### src/rtl/assert_macros.svh
// Assertion macros shared by the RTL of the timer slot table.
// Expands to nothing when SYNTHESIS is defined.
`ifndef ASSERT_MACROS_SVH
`define ASSERT_MACROS_SVH
`ifndef SYNTHESIS
`define ASSERT_AR(name, clk, rstn, prop) \
  name: assert property (@(posedge clk) disable iff (!(rstn)) prop) \
    else $error("assertion failed");
`define ASSERT_NR(name, clk, prop) \
  name: assert property (@(posedge clk) prop) \
    else $error("assertion failed");
`else
`define ASSERT_AR(name, clk, rstn, prop)
`define ASSERT_NR(name, clk, prop)
`endif
`endif

### src/rtl/ptst_pkg.sv
// Package for the periodic timer slot table: sizes, codes, slot types.
// No dependencies.
`timescale 1ns / 1ps
`default_nettype none
package ptst_pkg;

  localparam int SLOTS       = 8;
  localparam int MAX_RESULTS = 8;
  localparam int IDX_W       = (SLOTS > 1) ? $clog2(SLOTS) : 1;
  localparam int CNT_W       = $clog2(MAX_RESULTS + 1);

  localparam logic [1:0] KIND_SET    = 2'd0;
  localparam logic [1:0] KIND_REMOVE = 2'd1;
  localparam logic [1:0] KIND_TICK   = 2'd2;

  localparam logic RES_REPLY = 1'b0;
  localparam logic RES_FIRE  = 1'b1;

  localparam logic UOP_SET  = 1'b0;
  localparam logic UOP_TICK = 1'b1;

  typedef struct packed {
    logic [15:0] cb;
    logic [31:0] cnt;
    logic [31:0] rld;
  } entry_t;

  typedef struct packed {
    logic   hit;   // set: slot qualifies
    logic   fire;  // tick: slot due
    logic   wr;    // write nxt back
    entry_t nxt;
  } unit_res_t;

  // slot index reduced to the 3-bit result field
  function automatic logic [2:0] slot3(input logic [IDX_W-1:0] i);
    logic [IDX_W+2:0] w;
    w = (IDX_W + 3)'(i);
    return w[2:0];
  endfunction

endpackage
`default_nettype wire

### src/rtl/ptst_store.sv
// Slot storage: callback, countdown and reload per slot.
// One read/write port for the scan plus a callback clear port. Uses ptst_pkg.
`timescale 1ns / 1ps
`default_nettype none
module ptst_store import ptst_pkg::*; (
  input  wire logic             clk_i,
  input  wire logic             rst_ni,
  input  wire logic [IDX_W-1:0] rd_idx_i,
  output entry_t                rd_entry_o,
  input  wire logic             wr_en_i,
  input  wire entry_t           wr_entry_i,
  input  wire logic             clr_en_i,
  input  wire logic [IDX_W-1:0] clr_idx_i
);

  logic [15:0] cb_q  [SLOTS];
  logic [31:0] cnt_q [SLOTS];
  logic [31:0] rld_q [SLOTS];

  assign rd_entry_o = '{cb: cb_q[rd_idx_i], cnt: cnt_q[rd_idx_i], rld: rld_q[rd_idx_i]};

  // free flag lives in the callback id, so only it needs reset
  always_ff @(posedge clk_i or negedge rst_ni) begin
    if (!rst_ni) begin
      for (int i = 0; i < SLOTS; i++) cb_q[i] <= '0;
    end else if (wr_en_i) begin
      cb_q[rd_idx_i] <= wr_entry_i.cb;
    end else if (clr_en_i) begin
      cb_q[clr_idx_i] <= '0;
    end
  end

  always_ff @(posedge clk_i) begin
    if (wr_en_i) begin
      cnt_q[rd_idx_i] <= wr_entry_i.cnt;
      rld_q[rd_idx_i] <= wr_entry_i.rld;
    end
  end

endmodule
`default_nettype wire

### src/rtl/ptst_unit.sv
// Shared slot unit: id compare for set, zero test and decrement or reload for tick.
// Purely combinational; one slot per use. Uses ptst_pkg.
`timescale 1ns / 1ps
`default_nettype none
module ptst_unit import ptst_pkg::*; (
  input  wire logic        op_i,
  input  wire entry_t      entry_i,
  input  wire logic [15:0] cb_i,
  input  wire logic [31:0] period_i,
  output unit_res_t        res_o
);

  logic occupied;
  logic zero;

  assign occupied = (entry_i.cb != 16'd0);
  assign zero     = (entry_i.cnt == 32'd0);

  always_comb begin
    res_o = '0;
    case (op_i)
      UOP_SET: begin
        res_o.hit = (entry_i.cb == cb_i) || !occupied;
        res_o.wr  = res_o.hit;
        res_o.nxt = '{cb: cb_i, cnt: period_i, rld: period_i};
      end
      UOP_TICK: begin
        res_o.wr   = occupied;
        res_o.fire = occupied && zero;
        res_o.nxt  = '{cb: entry_i.cb,
                       cnt: zero ? entry_i.rld : entry_i.cnt - 32'd1,
                       rld: entry_i.rld};
      end
      default: res_o = '0;
    endcase
  end

endmodule
`default_nettype wire

### src/rtl/periodic_timer_slot_table.sv
// Periodic timer slot table, top level: sequencer, result register.
// Set: scans from slot 0 and stops at the first hit; reply strobe the cycle after.
// Tick: one slot per cycle through the shared unit, then a final END state for the
//   held fire word. Remove and ignored ticks do not raise busy.
// Results are strobed for one cycle; the receiver cannot stall.
// Reset clears all slots to free and control state; no clearing pass.
`timescale 1ns / 1ps
`default_nettype none
`include "assert_macros.svh"
module periodic_timer_slot_table import ptst_pkg::*; (
  input  wire logic        clk_i,
  input  wire logic        rst_ni,
  input  wire logic        start,
  output logic             busy,
  input  wire logic [1:0]  kind_i,
  input  wire logic [15:0] callback_id_i,
  input  wire logic [31:0] period_i,
  input  wire logic [2:0]  slot_i,
  input  wire logic        slot_valid_i,
  output logic             res_valid_o,
  output logic             result_kind_o,
  output logic [2:0]       slot_res_o,
  output logic             set_ok_o,
  output logic [15:0]      fired_callback_o,
  output logic             last_o
);

  localparam logic [1:0] ST_IDLE = 2'd0;
  localparam logic [1:0] ST_SET  = 2'd1;
  localparam logic [1:0] ST_TICK = 2'd2;
  localparam logic [1:0] ST_END  = 2'd3;

  logic [1:0]       state_q, state_d;
  logic [IDX_W-1:0] idx_q, idx_d;
  logic [15:0]      cb_q, cb_d;
  logic [31:0]      per_q, per_d;
  logic             ever_q, ever_d;
  logic [CNT_W-1:0] n_q, n_d;
  logic             pend_q, pend_d;
  logic [2:0]       pslot_q, pslot_d;
  logic [15:0]      pcb_q, pcb_d;

  logic             vld_q, vld_d;
  logic             rk_q, rk_d;
  logic [2:0]       rs_q, rs_d;
  logic             ok_q, ok_d;
  logic [15:0]      fc_q, fc_d;
  logic             lst_q, lst_d;

  logic             accept;
  logic             at_end;
  logic             clr_en;
  logic [IDX_W+2:0] clr_ext;
  entry_t           rd_entry;
  unit_res_t        ures;
  logic             uop;
  logic             wr_en;

  assign busy   = (state_q != ST_IDLE);
  assign accept = start && !busy;
  assign at_end = (idx_q == IDX_W'(SLOTS - 1));
  assign uop    = (state_q == ST_TICK) ? UOP_TICK : UOP_SET;
  assign wr_en  = ((state_q == ST_SET) || (state_q == ST_TICK)) && ures.wr;

  assign clr_ext = (IDX_W + 3)'(slot_i);
  assign clr_en  = accept && (kind_i == KIND_REMOVE) && slot_valid_i &&
                   ((IDX_W + 3)'(slot_i) < (IDX_W + 3)'(SLOTS));

  ptst_store u_store (
    .clk_i      (clk_i),
    .rst_ni     (rst_ni),
    .rd_idx_i   (idx_q),
    .rd_entry_o (rd_entry),
    .wr_en_i    (wr_en),
    .wr_entry_i (ures.nxt),
    .clr_en_i   (clr_en),
    .clr_idx_i  (clr_ext[IDX_W-1:0])
  );

  ptst_unit u_unit (
    .op_i     (uop),
    .entry_i  (rd_entry),
    .cb_i     (cb_q),
    .period_i (per_q),
    .res_o    (ures)
  );

  always_comb begin
    state_d = state_q;
    idx_d   = idx_q;
    cb_d    = cb_q;
    per_d   = per_q;
    ever_d  = ever_q;
    n_d     = n_q;
    pend_d  = pend_q;
    pslot_d = pslot_q;
    pcb_d   = pcb_q;
    vld_d   = 1'b0;
    rk_d    = rk_q;
    rs_d    = rs_q;
    ok_d    = ok_q;
    fc_d    = fc_q;
    lst_d   = lst_q;
    case (state_q)
      ST_IDLE: begin
        if (accept) begin
          cb_d  = callback_id_i;
          per_d = period_i;
          idx_d = '0;
          n_d   = '0;
          if (kind_i == KIND_SET) begin
            state_d = ST_SET;
          end else if (kind_i == KIND_TICK && ever_q) begin
            state_d = ST_TICK;
          end
        end
      end
      ST_SET: begin
        if (ures.hit || at_end) begin
          vld_d   = 1'b1;
          rk_d    = RES_REPLY;
          rs_d    = ures.hit ? slot3(idx_q) : 3'd0;
          ok_d    = ures.hit;
          fc_d    = 16'd0;
          lst_d   = 1'b1;
          ever_d  = ever_q || ures.hit;
          state_d = ST_IDLE;
        end else begin
          idx_d = idx_q + 1'b1;
        end
      end
      ST_TICK: begin
        // each fire is held until the next one or the end state, so the final one can carry last
        if (ures.fire && (n_q < CNT_W'(MAX_RESULTS))) begin
          if (pend_q) begin
            vld_d = 1'b1;
            rk_d  = RES_FIRE;
            rs_d  = pslot_q;
            ok_d  = 1'b0;
            fc_d  = pcb_q;
            lst_d = 1'b0;
          end
          pend_d  = 1'b1;
          pslot_d = slot3(idx_q);
          pcb_d   = rd_entry.cb;
          n_d     = n_q + 1'b1;
        end
        if (at_end) begin
          state_d = ST_END;
        end else begin
          idx_d = idx_q + 1'b1;
        end
      end
      ST_END: begin
        if (pend_q) begin
          vld_d = 1'b1;
          rk_d  = RES_FIRE;
          rs_d  = pslot_q;
          ok_d  = 1'b0;
          fc_d  = pcb_q;
          lst_d = 1'b1;
        end
        pend_d  = 1'b0;
        state_d = ST_IDLE;
      end
      default: state_d = ST_IDLE;
    endcase
  end

  always_ff @(posedge clk_i or negedge rst_ni) begin
    if (!rst_ni) begin
      state_q <= ST_IDLE;
      idx_q   <= '0;
      ever_q  <= 1'b0;
      n_q     <= '0;
      pend_q  <= 1'b0;
      vld_q   <= 1'b0;
    end else begin
      state_q <= state_d;
      idx_q   <= idx_d;
      ever_q  <= ever_d;
      n_q     <= n_d;
      pend_q  <= pend_d;
      vld_q   <= vld_d;
    end
  end

  always_ff @(posedge clk_i) begin
    cb_q    <= cb_d;
    per_q   <= per_d;
    pslot_q <= pslot_d;
    pcb_q   <= pcb_d;
    rk_q    <= rk_d;
    rs_q    <= rs_d;
    ok_q    <= ok_d;
    fc_q    <= fc_d;
    lst_q   <= lst_d;
  end

  assign res_valid_o      = vld_q;
  assign result_kind_o    = rk_q;
  assign slot_res_o       = rs_q;
  assign set_ok_o         = ok_q;
  assign fired_callback_o = fc_q;
  assign last_o           = lst_q;

  // a word only comes out of a scan
  `ASSERT_AR(a_word_after_scan, clk_i, rst_ni, res_valid_o |-> $past(busy))
  // a set reply always ends its scan
  `ASSERT_AR(a_reply_ends_scan, clk_i, rst_ni,
             (res_valid_o && (result_kind_o == RES_REPLY)) |-> (!busy && last_o))
  // busy only begins on an accepted word
  `ASSERT_AR(a_busy_from_start, clk_i, rst_ni, $rose(busy) |-> $past(start))
  // nothing is held over once idle
  `ASSERT_NR(a_idle_no_pend, clk_i, (rst_ni && !busy) |-> !pend_q)

endmodule
`default_nettype wire
### config.mk
export PLATFORM = sky130hd
export DESIGN_NAME = periodic_timer_slot_table
export DESIGN_NICKNAME = d
export VERILOG_FILES = /design/src/rtl/ptst_pkg.sv /design/src/rtl/ptst_store.sv /design/src/rtl/ptst_unit.sv /design/src/rtl/periodic_timer_slot_table.sv
export VERILOG_INCLUDE_DIRS = /design/src /design/src/rtl
export SDC_FILE = /design/constraint.sdc
export NUM_CORES = 1
export LEC_CHECK = 0
export BUFFER_PORTS_ARGS = -buffer_cell sky130_fd_sc_hd__buf_2
export CORE_ASPECT_RATIO = 0.8
export CORE_MARGIN = 2
export CORE_UTILIZATION = 60
export DETAILED_ROUTE_END_ITERATION = 6
export HOLD_SLACK_MARGIN = 0.08
export PLACE_DENSITY = 0.8
export SYNTH_ARGS = -nofsm -noshare
export SYNTH_HDL_FRONTEND = slang
export SYNTH_SLANG_ARGS = --single-unit
### constraint.sdc
create_clock -name clk_i -period 12 [get_ports clk_i]
set_input_delay 2.4 -clock clk_i [delete_from_list [all_inputs] [get_ports clk_i]]
set_output_delay 2.4 -clock clk_i [all_outputs]
set_load 0.02 [all_outputs]
Word level (Yosys, flattened, before mapping)
Memory sizes are Yosys's and may differ from the RTL's.
Index checks and enable logic that the tools add are counted.
{"block": "totals", "regBits": 229, "mem_bits_rw": 512, "in_bits": 57, "output_inout_bits": 24, "mem_count": 2}
{"block": "op_classes", "n_addsub": 3, "n_lt_le_gt_ge": 5, "eq_ne": 16, "mux": 58, "n_bitwise": 5, "reduce_logical": 34}
{"memory": "u_store.cnt_q", "depth": 8, "width": 32, "read_ports": 1, "rd_ports_with_merged_regs": 0, "wr": 1, "line_no": "ptst_store.sv:17", "text": "logic [31:0] cnt_q [SLOTS];"}
{"memory": "u_store.rld_q", "depth": 8, "width": 32, "read_ports": 1, "rd_ports_with_merged_regs": 0, "wr": 1, "line_no": "ptst_store.sv:18", "text": "logic [31:0] rld_q [SLOTS];"}
{"operator": "128-bit two-way mux", "count": 2}
{"operator": "81-bit one-hot mux with 2 select lines", "count": 1}
{"operator": "128-bit bitwise AND", "count": 1}
{"operator": "128-bit bitwise mux", "count": 1}
{"operator": "128-bit inverter", "count": 1}
{"operator": "16-bit two-way mux", "count": 7}
{"operator": "16-bit demux with 3-bit select", "count": 2}
{"operator": "16-bit binary-select mux with 3-bit select", "count": 1}
{"operator": "16-bit one-hot mux with 3 select lines", "count": 1}
{"operator": "32-bit zero test", "count": 1}
{"operator": "32-bit two-way mux", "count": 1}
{"operator": "32-bit by 1-bit subtractor with 32-bit output, second input constant", "count": 1}
{"operator": "3-bit two-way mux", "count": 7}
{"operator": "1-bit two-way mux", "count": 19}
{"operator": "3-bit one-hot mux with 3 select lines", "count": 2}
{"operator": "16-bit equality test", "count": 1}
{"operator": "16-bit nonzero test", "count": 1}
{"operator": "2-bit != test, second input constant", "count": 6}
{"operator": "1-bit one-hot mux with 3 select lines", "count": 4}
{"operator": "2-bit two-way mux", "count": 5}
{"operator": "1-bit logical AND", "count": 9}
{"operator": "4-bit greater-or-equal comparator, second input constant", "count": 2}
{"operator": "4-bit by 1-bit < comparator with 1-bit output, second input constant", "count": 2}
{"operator": "4-bit two-way mux", "count": 2}
{"operator": "other kinds (22)", "count": 41}

Logic depth before layout (Yosys ltp)
{"block": "logic_depth", "ltp_word": 11, "mapped_depth": 18, "mapped_depth_nobuf": 9}

By module
Synthesis repeated with hierarchy kept, for this count alone.
{"block": "unflattened", "cells_unflattened": 1967, "hier_area_um2": 30976.0}
{"mod": "ptst_store", "instances": 1, "cells_per_inst": 1406, "area_per_inst_um2": 25099.1}
{"mod": "periodic_timer_slot_table", "instances": 1, "cells_per_inst": 229, "area_per_inst_um2": 3768.6}
{"mod": "ptst_unit", "instances": 1, "cells_per_inst": 332, "area_per_inst_um2": 2108.3}

Worst setup path after synthesis
Ideal clock, no wire load.
{"block": "synth_path", "path_kind": "register to register", "startpoint": "reg idx_q[1]", "endpoint": "mem u_store.cnt_q[0][0], enable pin", "setup_time_ns": 0.493, "arrival_time_ns": 5.413, "slack_ns": 6.094, "path_stages_with_launch": 11, "synth_period_minus_slack_ns": 5.906, "path_cell_list": "dfrtp_1 -> buf_6 -> or2_1 -> clkbuf_1 -> o22a_1 -> and4_1 -> or4b_4 -> a2111oi_4 -> a311oi_2 -> buf_2 -> nor2_1"}
{"block": "synth_between", "elab_chain_len": 11, "word_cells_on_any_way": 12}
{"item": "start, declared", "line_no": "periodic_timer_slot_table.sv:34", "text": "logic [IDX_W-1:0] idx_q, idx_d;"}
{"item": "start signal, assigned", "line_no": "periodic_timer_slot_table.sv:180", "text": "idx_q <= idx_d;"}
{"item": "3-bit inverter with 4-bit output (not written as such)", "line_no": "ptst_store.sv:20", "text": "assign rd_entry_o = '{cb: cb_q[rd_idx_i], cnt: cnt_q[rd_idx_i], rld: rld_q[rd_idx_i]};"}
{"item": "16-bit binary-select mux with 3-bit select", "line_no": "ptst_store.sv:20"}
{"item": "16-bit two-way mux (not written as such) (2 in a row)", "line_no": "ptst_store.sv:20"}
{"item": "16-bit nonzero test", "line_no": "ptst_unit.sv:16", "text": "assign occupied = (entry_i.cb != 16'd0);"}
{"item": "1-bit zero test", "line_no": "ptst_unit.sv:23", "text": "res_o.hit = (entry_i.cb == cb_i) || !occupied;"}
{"item": "1-bit logical OR", "line_no": "ptst_unit.sv:23"}
{"item": "81-bit one-hot mux with 2 select lines", "line_no": "ptst_unit.sv:21", "text": "case (op_i)"}
{"item": "1-bit logical AND", "line_no": "periodic_timer_slot_table.sv:63", "text": "assign wr_en = ((state_q == ST_SET) || (state_q == ST_TICK)) && ures.wr;"}
{"item": "1-bit two-way mux", "line_no": "ptst_store.sv:34", "text": "if (wr_en_i) begin"}
{"item": "1-bit two-way mux (not written as such)", "line_no": "ptst_store.sv:35", "text": "cnt_q[rd_idx_i] <= wr_entry_i.cnt;"}
{"item": "end, declared", "line_no": "ptst_store.sv:17"}
Several ways; a longest one is shown, not always the timed one. The select of a mux whose other input is x is not followed.

Worst setup path in the final report
{"block": "layout_path", "startpoint": "reg idx_q[2]", "endpoint": "mem u_store.rld_q[1][2], enable pin"}
{"block": "layout_between", "elab_chain_len": 11, "word_cells_on_any_way": 12}
{"item": "3-bit inverter with 4-bit output (not written as such)", "line_no": "ptst_store.sv:20"}
{"item": "16-bit binary-select mux with 3-bit select", "line_no": "ptst_store.sv:20"}
{"item": "16-bit two-way mux (not written as such) (2 in a row)", "line_no": "ptst_store.sv:20"}
{"item": "16-bit nonzero test", "line_no": "ptst_unit.sv:16"}
{"item": "1-bit zero test", "line_no": "ptst_unit.sv:23"}
{"item": "1-bit logical OR", "line_no": "ptst_unit.sv:23"}
{"item": "81-bit one-hot mux with 2 select lines", "line_no": "ptst_unit.sv:21"}
{"item": "1-bit logical AND", "line_no": "periodic_timer_slot_table.sv:63"}
{"item": "1-bit two-way mux", "line_no": "ptst_store.sv:34"}
{"item": "1-bit two-way mux (not written as such)", "line_no": "ptst_store.sv:36", "text": "rld_q[rd_idx_i] <= wr_entry_i.rld;"}
{"item": "end, declared", "line_no": "ptst_store.sv:18"}
Several ways; a longest one is shown, not always the timed one. The select of a mux whose other input is x is not followed.

==> summary.md <==
| Metric | Value |
|---|---|
| Status | complete, no violations |
| Clock tree buffer depth | 3 |
| Share of layout cells above drive strength 1 | 0.176 |
| RSZ-0062 raised after global routing | no |
| H-tree depth | 3 |
| Reg2reg start | idx_q[2] |
| Hold crit path type | flip-flop to flip-flop |
| Gp weighted congestion | between 0.9 and 1 |
| Initial antenna violation count | 5 |
| Yosys warning count | 0 |
| Post-DP HPWL | approximately 52 mm |
| Hold Crit Depth | 1 |
| Fraction of registers with async set/reset | 0.189 |
| CTS sink cnt | 741 |
| Synth cell types | 92 |
| Final hold slack | 0.475 ns |
| Reg-to-reg endpoint | u_store.rld_q[1][2] |
| Logic pwr share | 0.379 |
| Synth Area in XOR/XNOR | 0.00904 |
| Post-synthesis sequential area ratio | 0.674 |
| # Post-CTS Setup Buffers | 0 |
| Worst setup path class | flip-flop to flip-flop |
| Net Sw Frac | 0.393 |
| Cells after synthesis | 2175 |
| Die ar. | 55200 um^2 |
| Vias in the first global route | 20800 |
| DRT Pass-1 Iters | 7 |
| Area leader, netlist | edfxtp_1 |
| Final hold violations | 0 |
| Top cells by area, synth | edfxtp_1 56%, dfrtp_1 11%, mux4_2 3.5%, mux2i_1 2.8%, a21oi_1 2.6% |
| Net Sw Power | 3.99 mW |
| Setup violators final | 0 |
| Reg2Reg Depth | 10 |
| FMAX | 140 MHz |
| Largest net degree at the start of global routing | 89 |
| Clock power share | 0.216 |
| Skew final | 0.0307 ns |
| Core Region | between 50000 and 60000 um^2 |
| WL per Instance | 29.8 um |
| R2r setup slk | 4.84 ns |
| Most common cell in the synthesized netlist | edfxtp_1 |
| Share of the synthesized area in the top cell type | 0.564 |
| CTS root buffer | clkbuf_16 |
| Post-Syn Nets | 2241 |
| Register Area | 21600 um^2 |
| Worst setup startpoint | idx_q[2] |
| Flop pwr share | 0.404 |
| Leakage power total | roughly 12 nW |
| Core Rows | 75 |
| Residual DRC count | 0 |
| Die width | between 200 and 300 um |
| Synthesized area per cell | 14.7 um^2 |
| Vias per inst | 7.07 |
| # port buffers | 80 |
| Slew Limit Fails | 0 |
| Fill cell count | between 3000 and 4000 |
| Final worst-path cycle share | 0.596 |
| CTS Hold Bufs | 0 |
| IO Count | 81 |
| Cell Pwr Density | 289 nW/um^2 |
| P&R area growth vs syn | 9.89% |
| TritonCTS buffer count | 72 |
| CTS tree | built |
| Compound-Gate Fraction of Synth Area | 0.135 |
| Post-cts sizing count | 0 |
| CP max FO | 85 |
| Internal | around 6.2 mW |
| Startpoint types | flip-flop |
| Levels on crit path | 10 |
| Synthesized cell area | 32000 um^2 |
| Post-synthesis adder-cell area fraction | 0.00352 |
| Slowest-stage cell, CP | nor2_4 |
| Seq cells post-synth | about 740 |
| Crit. End Element | flip-flop |
| Antenna Violating Nets Remaining | 0 |
| Via Count | between 20000 and 25000 |
| Clock Latency Late Sink | 0.63 ns |
| Global route total overflow | 0 |
| Initial drt markers | 3474 |
| Post-Synth Simple-Gate Area | 0.0672 |
| Number of max-cap violations | 0 |
| Top cells by count, synth | 601 x edfxtp_1, 167 x a21oi_1, 140 x dfrtp_1, 139 x o21ai_0 |
| Worst-Margin Slew | 1.30 ns |
| Final WL | between 80 and 90 mm |
| Mux share of post-synthesis cell area | 0.0785 |
| Number of flops mapped to enable cells by yosys | 601 |
| Crit path DAT | 7.39 ns |
| Critical path's most frequent cell | buf_4 |
| Worst path cell trace | buf_4, inv_2, mux2i_1, o21ai_0, nor4_1, and4_1, a311oi_4, buf_4, nor2_4, buf_4 |
| Starting density of the core | 0.609 |
| Critical path endpoint | u_store.rld_q[1][2] |
| Multi-input logic area | 9490 um^2 |
| Fin nets | 2300 |
| CP max stage delay | 0.91 ns |
| First-pass GRT wire length | 131 mm |
| Main combinational cell family by area after synthesis | compound AO/OA/AOI/OAI gates |
| Buf/Inv on CP | 4 |
| Post-synth top flop | edfxtp_1 |
| VDD IR max | approximately 0.16 mV |
| Die Y | 210 um |
| GRT Util Overall | 0.324 |
| Critical path's top delay family | buffers and inverters |
| Critical path data required time | 12.24 ns |
| Slew headroom | 0.136 |
| Overall Power | 10.2 mW |
| Tmin final | 7.16 ns |
| Sum Neg Setup Slack | 0 ns |
| Clock transition at path regs | 0.06 ns |
## cell usage in the layout, fill, tap and decap left out, types with 11 or more instances in the layout
master,count
a2111oi_4,11
mux2i_1,89
xor2_1,13
inv_1,28
nand4_1,14
xnor2_1,20
buf_2,79
a31oi_1,12
o221ai_1,11
nand2b_1,14
clkinv_1,14
nand3_1,104
nor2_1,90
nand2_1,64
nor3_1,13
and3_1,20
buf_4,58
mux4_2,50
o22ai_1,20
a221oi_1,37
o21ai_0,139
a22oi_1,74
clkbuf_16,73
a21oi_1,167
nand3b_1,15
o2bb2ai_1,24
a211oi_1,35
dfrtp_1,137
clkbuf_1,17
a22o_1,15
mux2_2,36
edfxtp_1,601
## power by group through the flow
stage / Sequential (mW) / Combinational (mW) / Clock (mW)
final: 4.11 / 3.85 / 2.20
after floorplan: 4.00 / 2.57 / 0
after CTS: 4.08 / 3.73 / 2.21
after detailed placement: 4.12 / 3.70 / 0
after global routing: 4.13 / 4.06 / 2.31
after global placement: 4.11 / 3.57 / 0
## cell type report
| class | count | share of cell area |
|---|---|---|
| Clock inverter | 35 | 0.00890 |
| Timing Repair Buffer | 138 | 0.0240 |
| Inverter | 32 | 0.00345 |
| Multi-Input combinational cell | 1249 | 0.270 |
| Tap cell | 693 | 0.0247 |
| Antenna cell | 1 | 0.0000712 |
| Clock buffer | 94 | 0.0554 |
| Sequential cell | 741 | 0.614 |
## metal layers
layer,track usage,vias to the layer above,share of wire
li1,-,8724,-
met3,0.123,228,0.15
met5,0,-,0.00093
met4,0.103,6,0.030
met2,0.465,1653,0.44
met1,0.459,10500,0.38
## cell families after synthesis
group           after synthesis
xor+xnor                     33
buf+inv                     185
flops                       741
compound gates              616
fa+ha+maj                     9
mux                         181
simple gates                410
## sequential cells by signal, summed over array words and instances, names as in the netlist
name              count
state_q               2
u_store.rld_q       256
res_valid_o           1
set_ok_o              1
per_q                32
cb_q                 16
fired_callback_o     16
slot_res_o            3
last_o                1
idx_q                 3
pslot_q               3
n_q                   4
pcb_q                16
ever_q                1
pend_q                1
u_store.cb_q        128
result_kind_o         1
u_store.cnt_q       256
## through the flow
stage          cell area, um^2   util  cells  setup slack, ns
2_1_floorplan            32000      -   2175             6.09
3_3_place_gp             32900  0.626   2853             5.17
3_5_place_dp             32900  0.626   2853             5.12
4_1_cts                  35100  0.669   2982             5.08
5_1_grt                  35100  0.669   2983             4.70
6_report                 35100  0.669   2983             4.84
## worst min-delay path by stage
stage,from,end
after global routing,ever_q,ever_q
after CTS,ever_q,ever_q
after floorplan,ever_q,ever_q
after detailed placement,ever_q,ever_q
after global placement,ever_q,ever_q
final,ever_q,ever_q
Power figures use the tool's default switching activity.
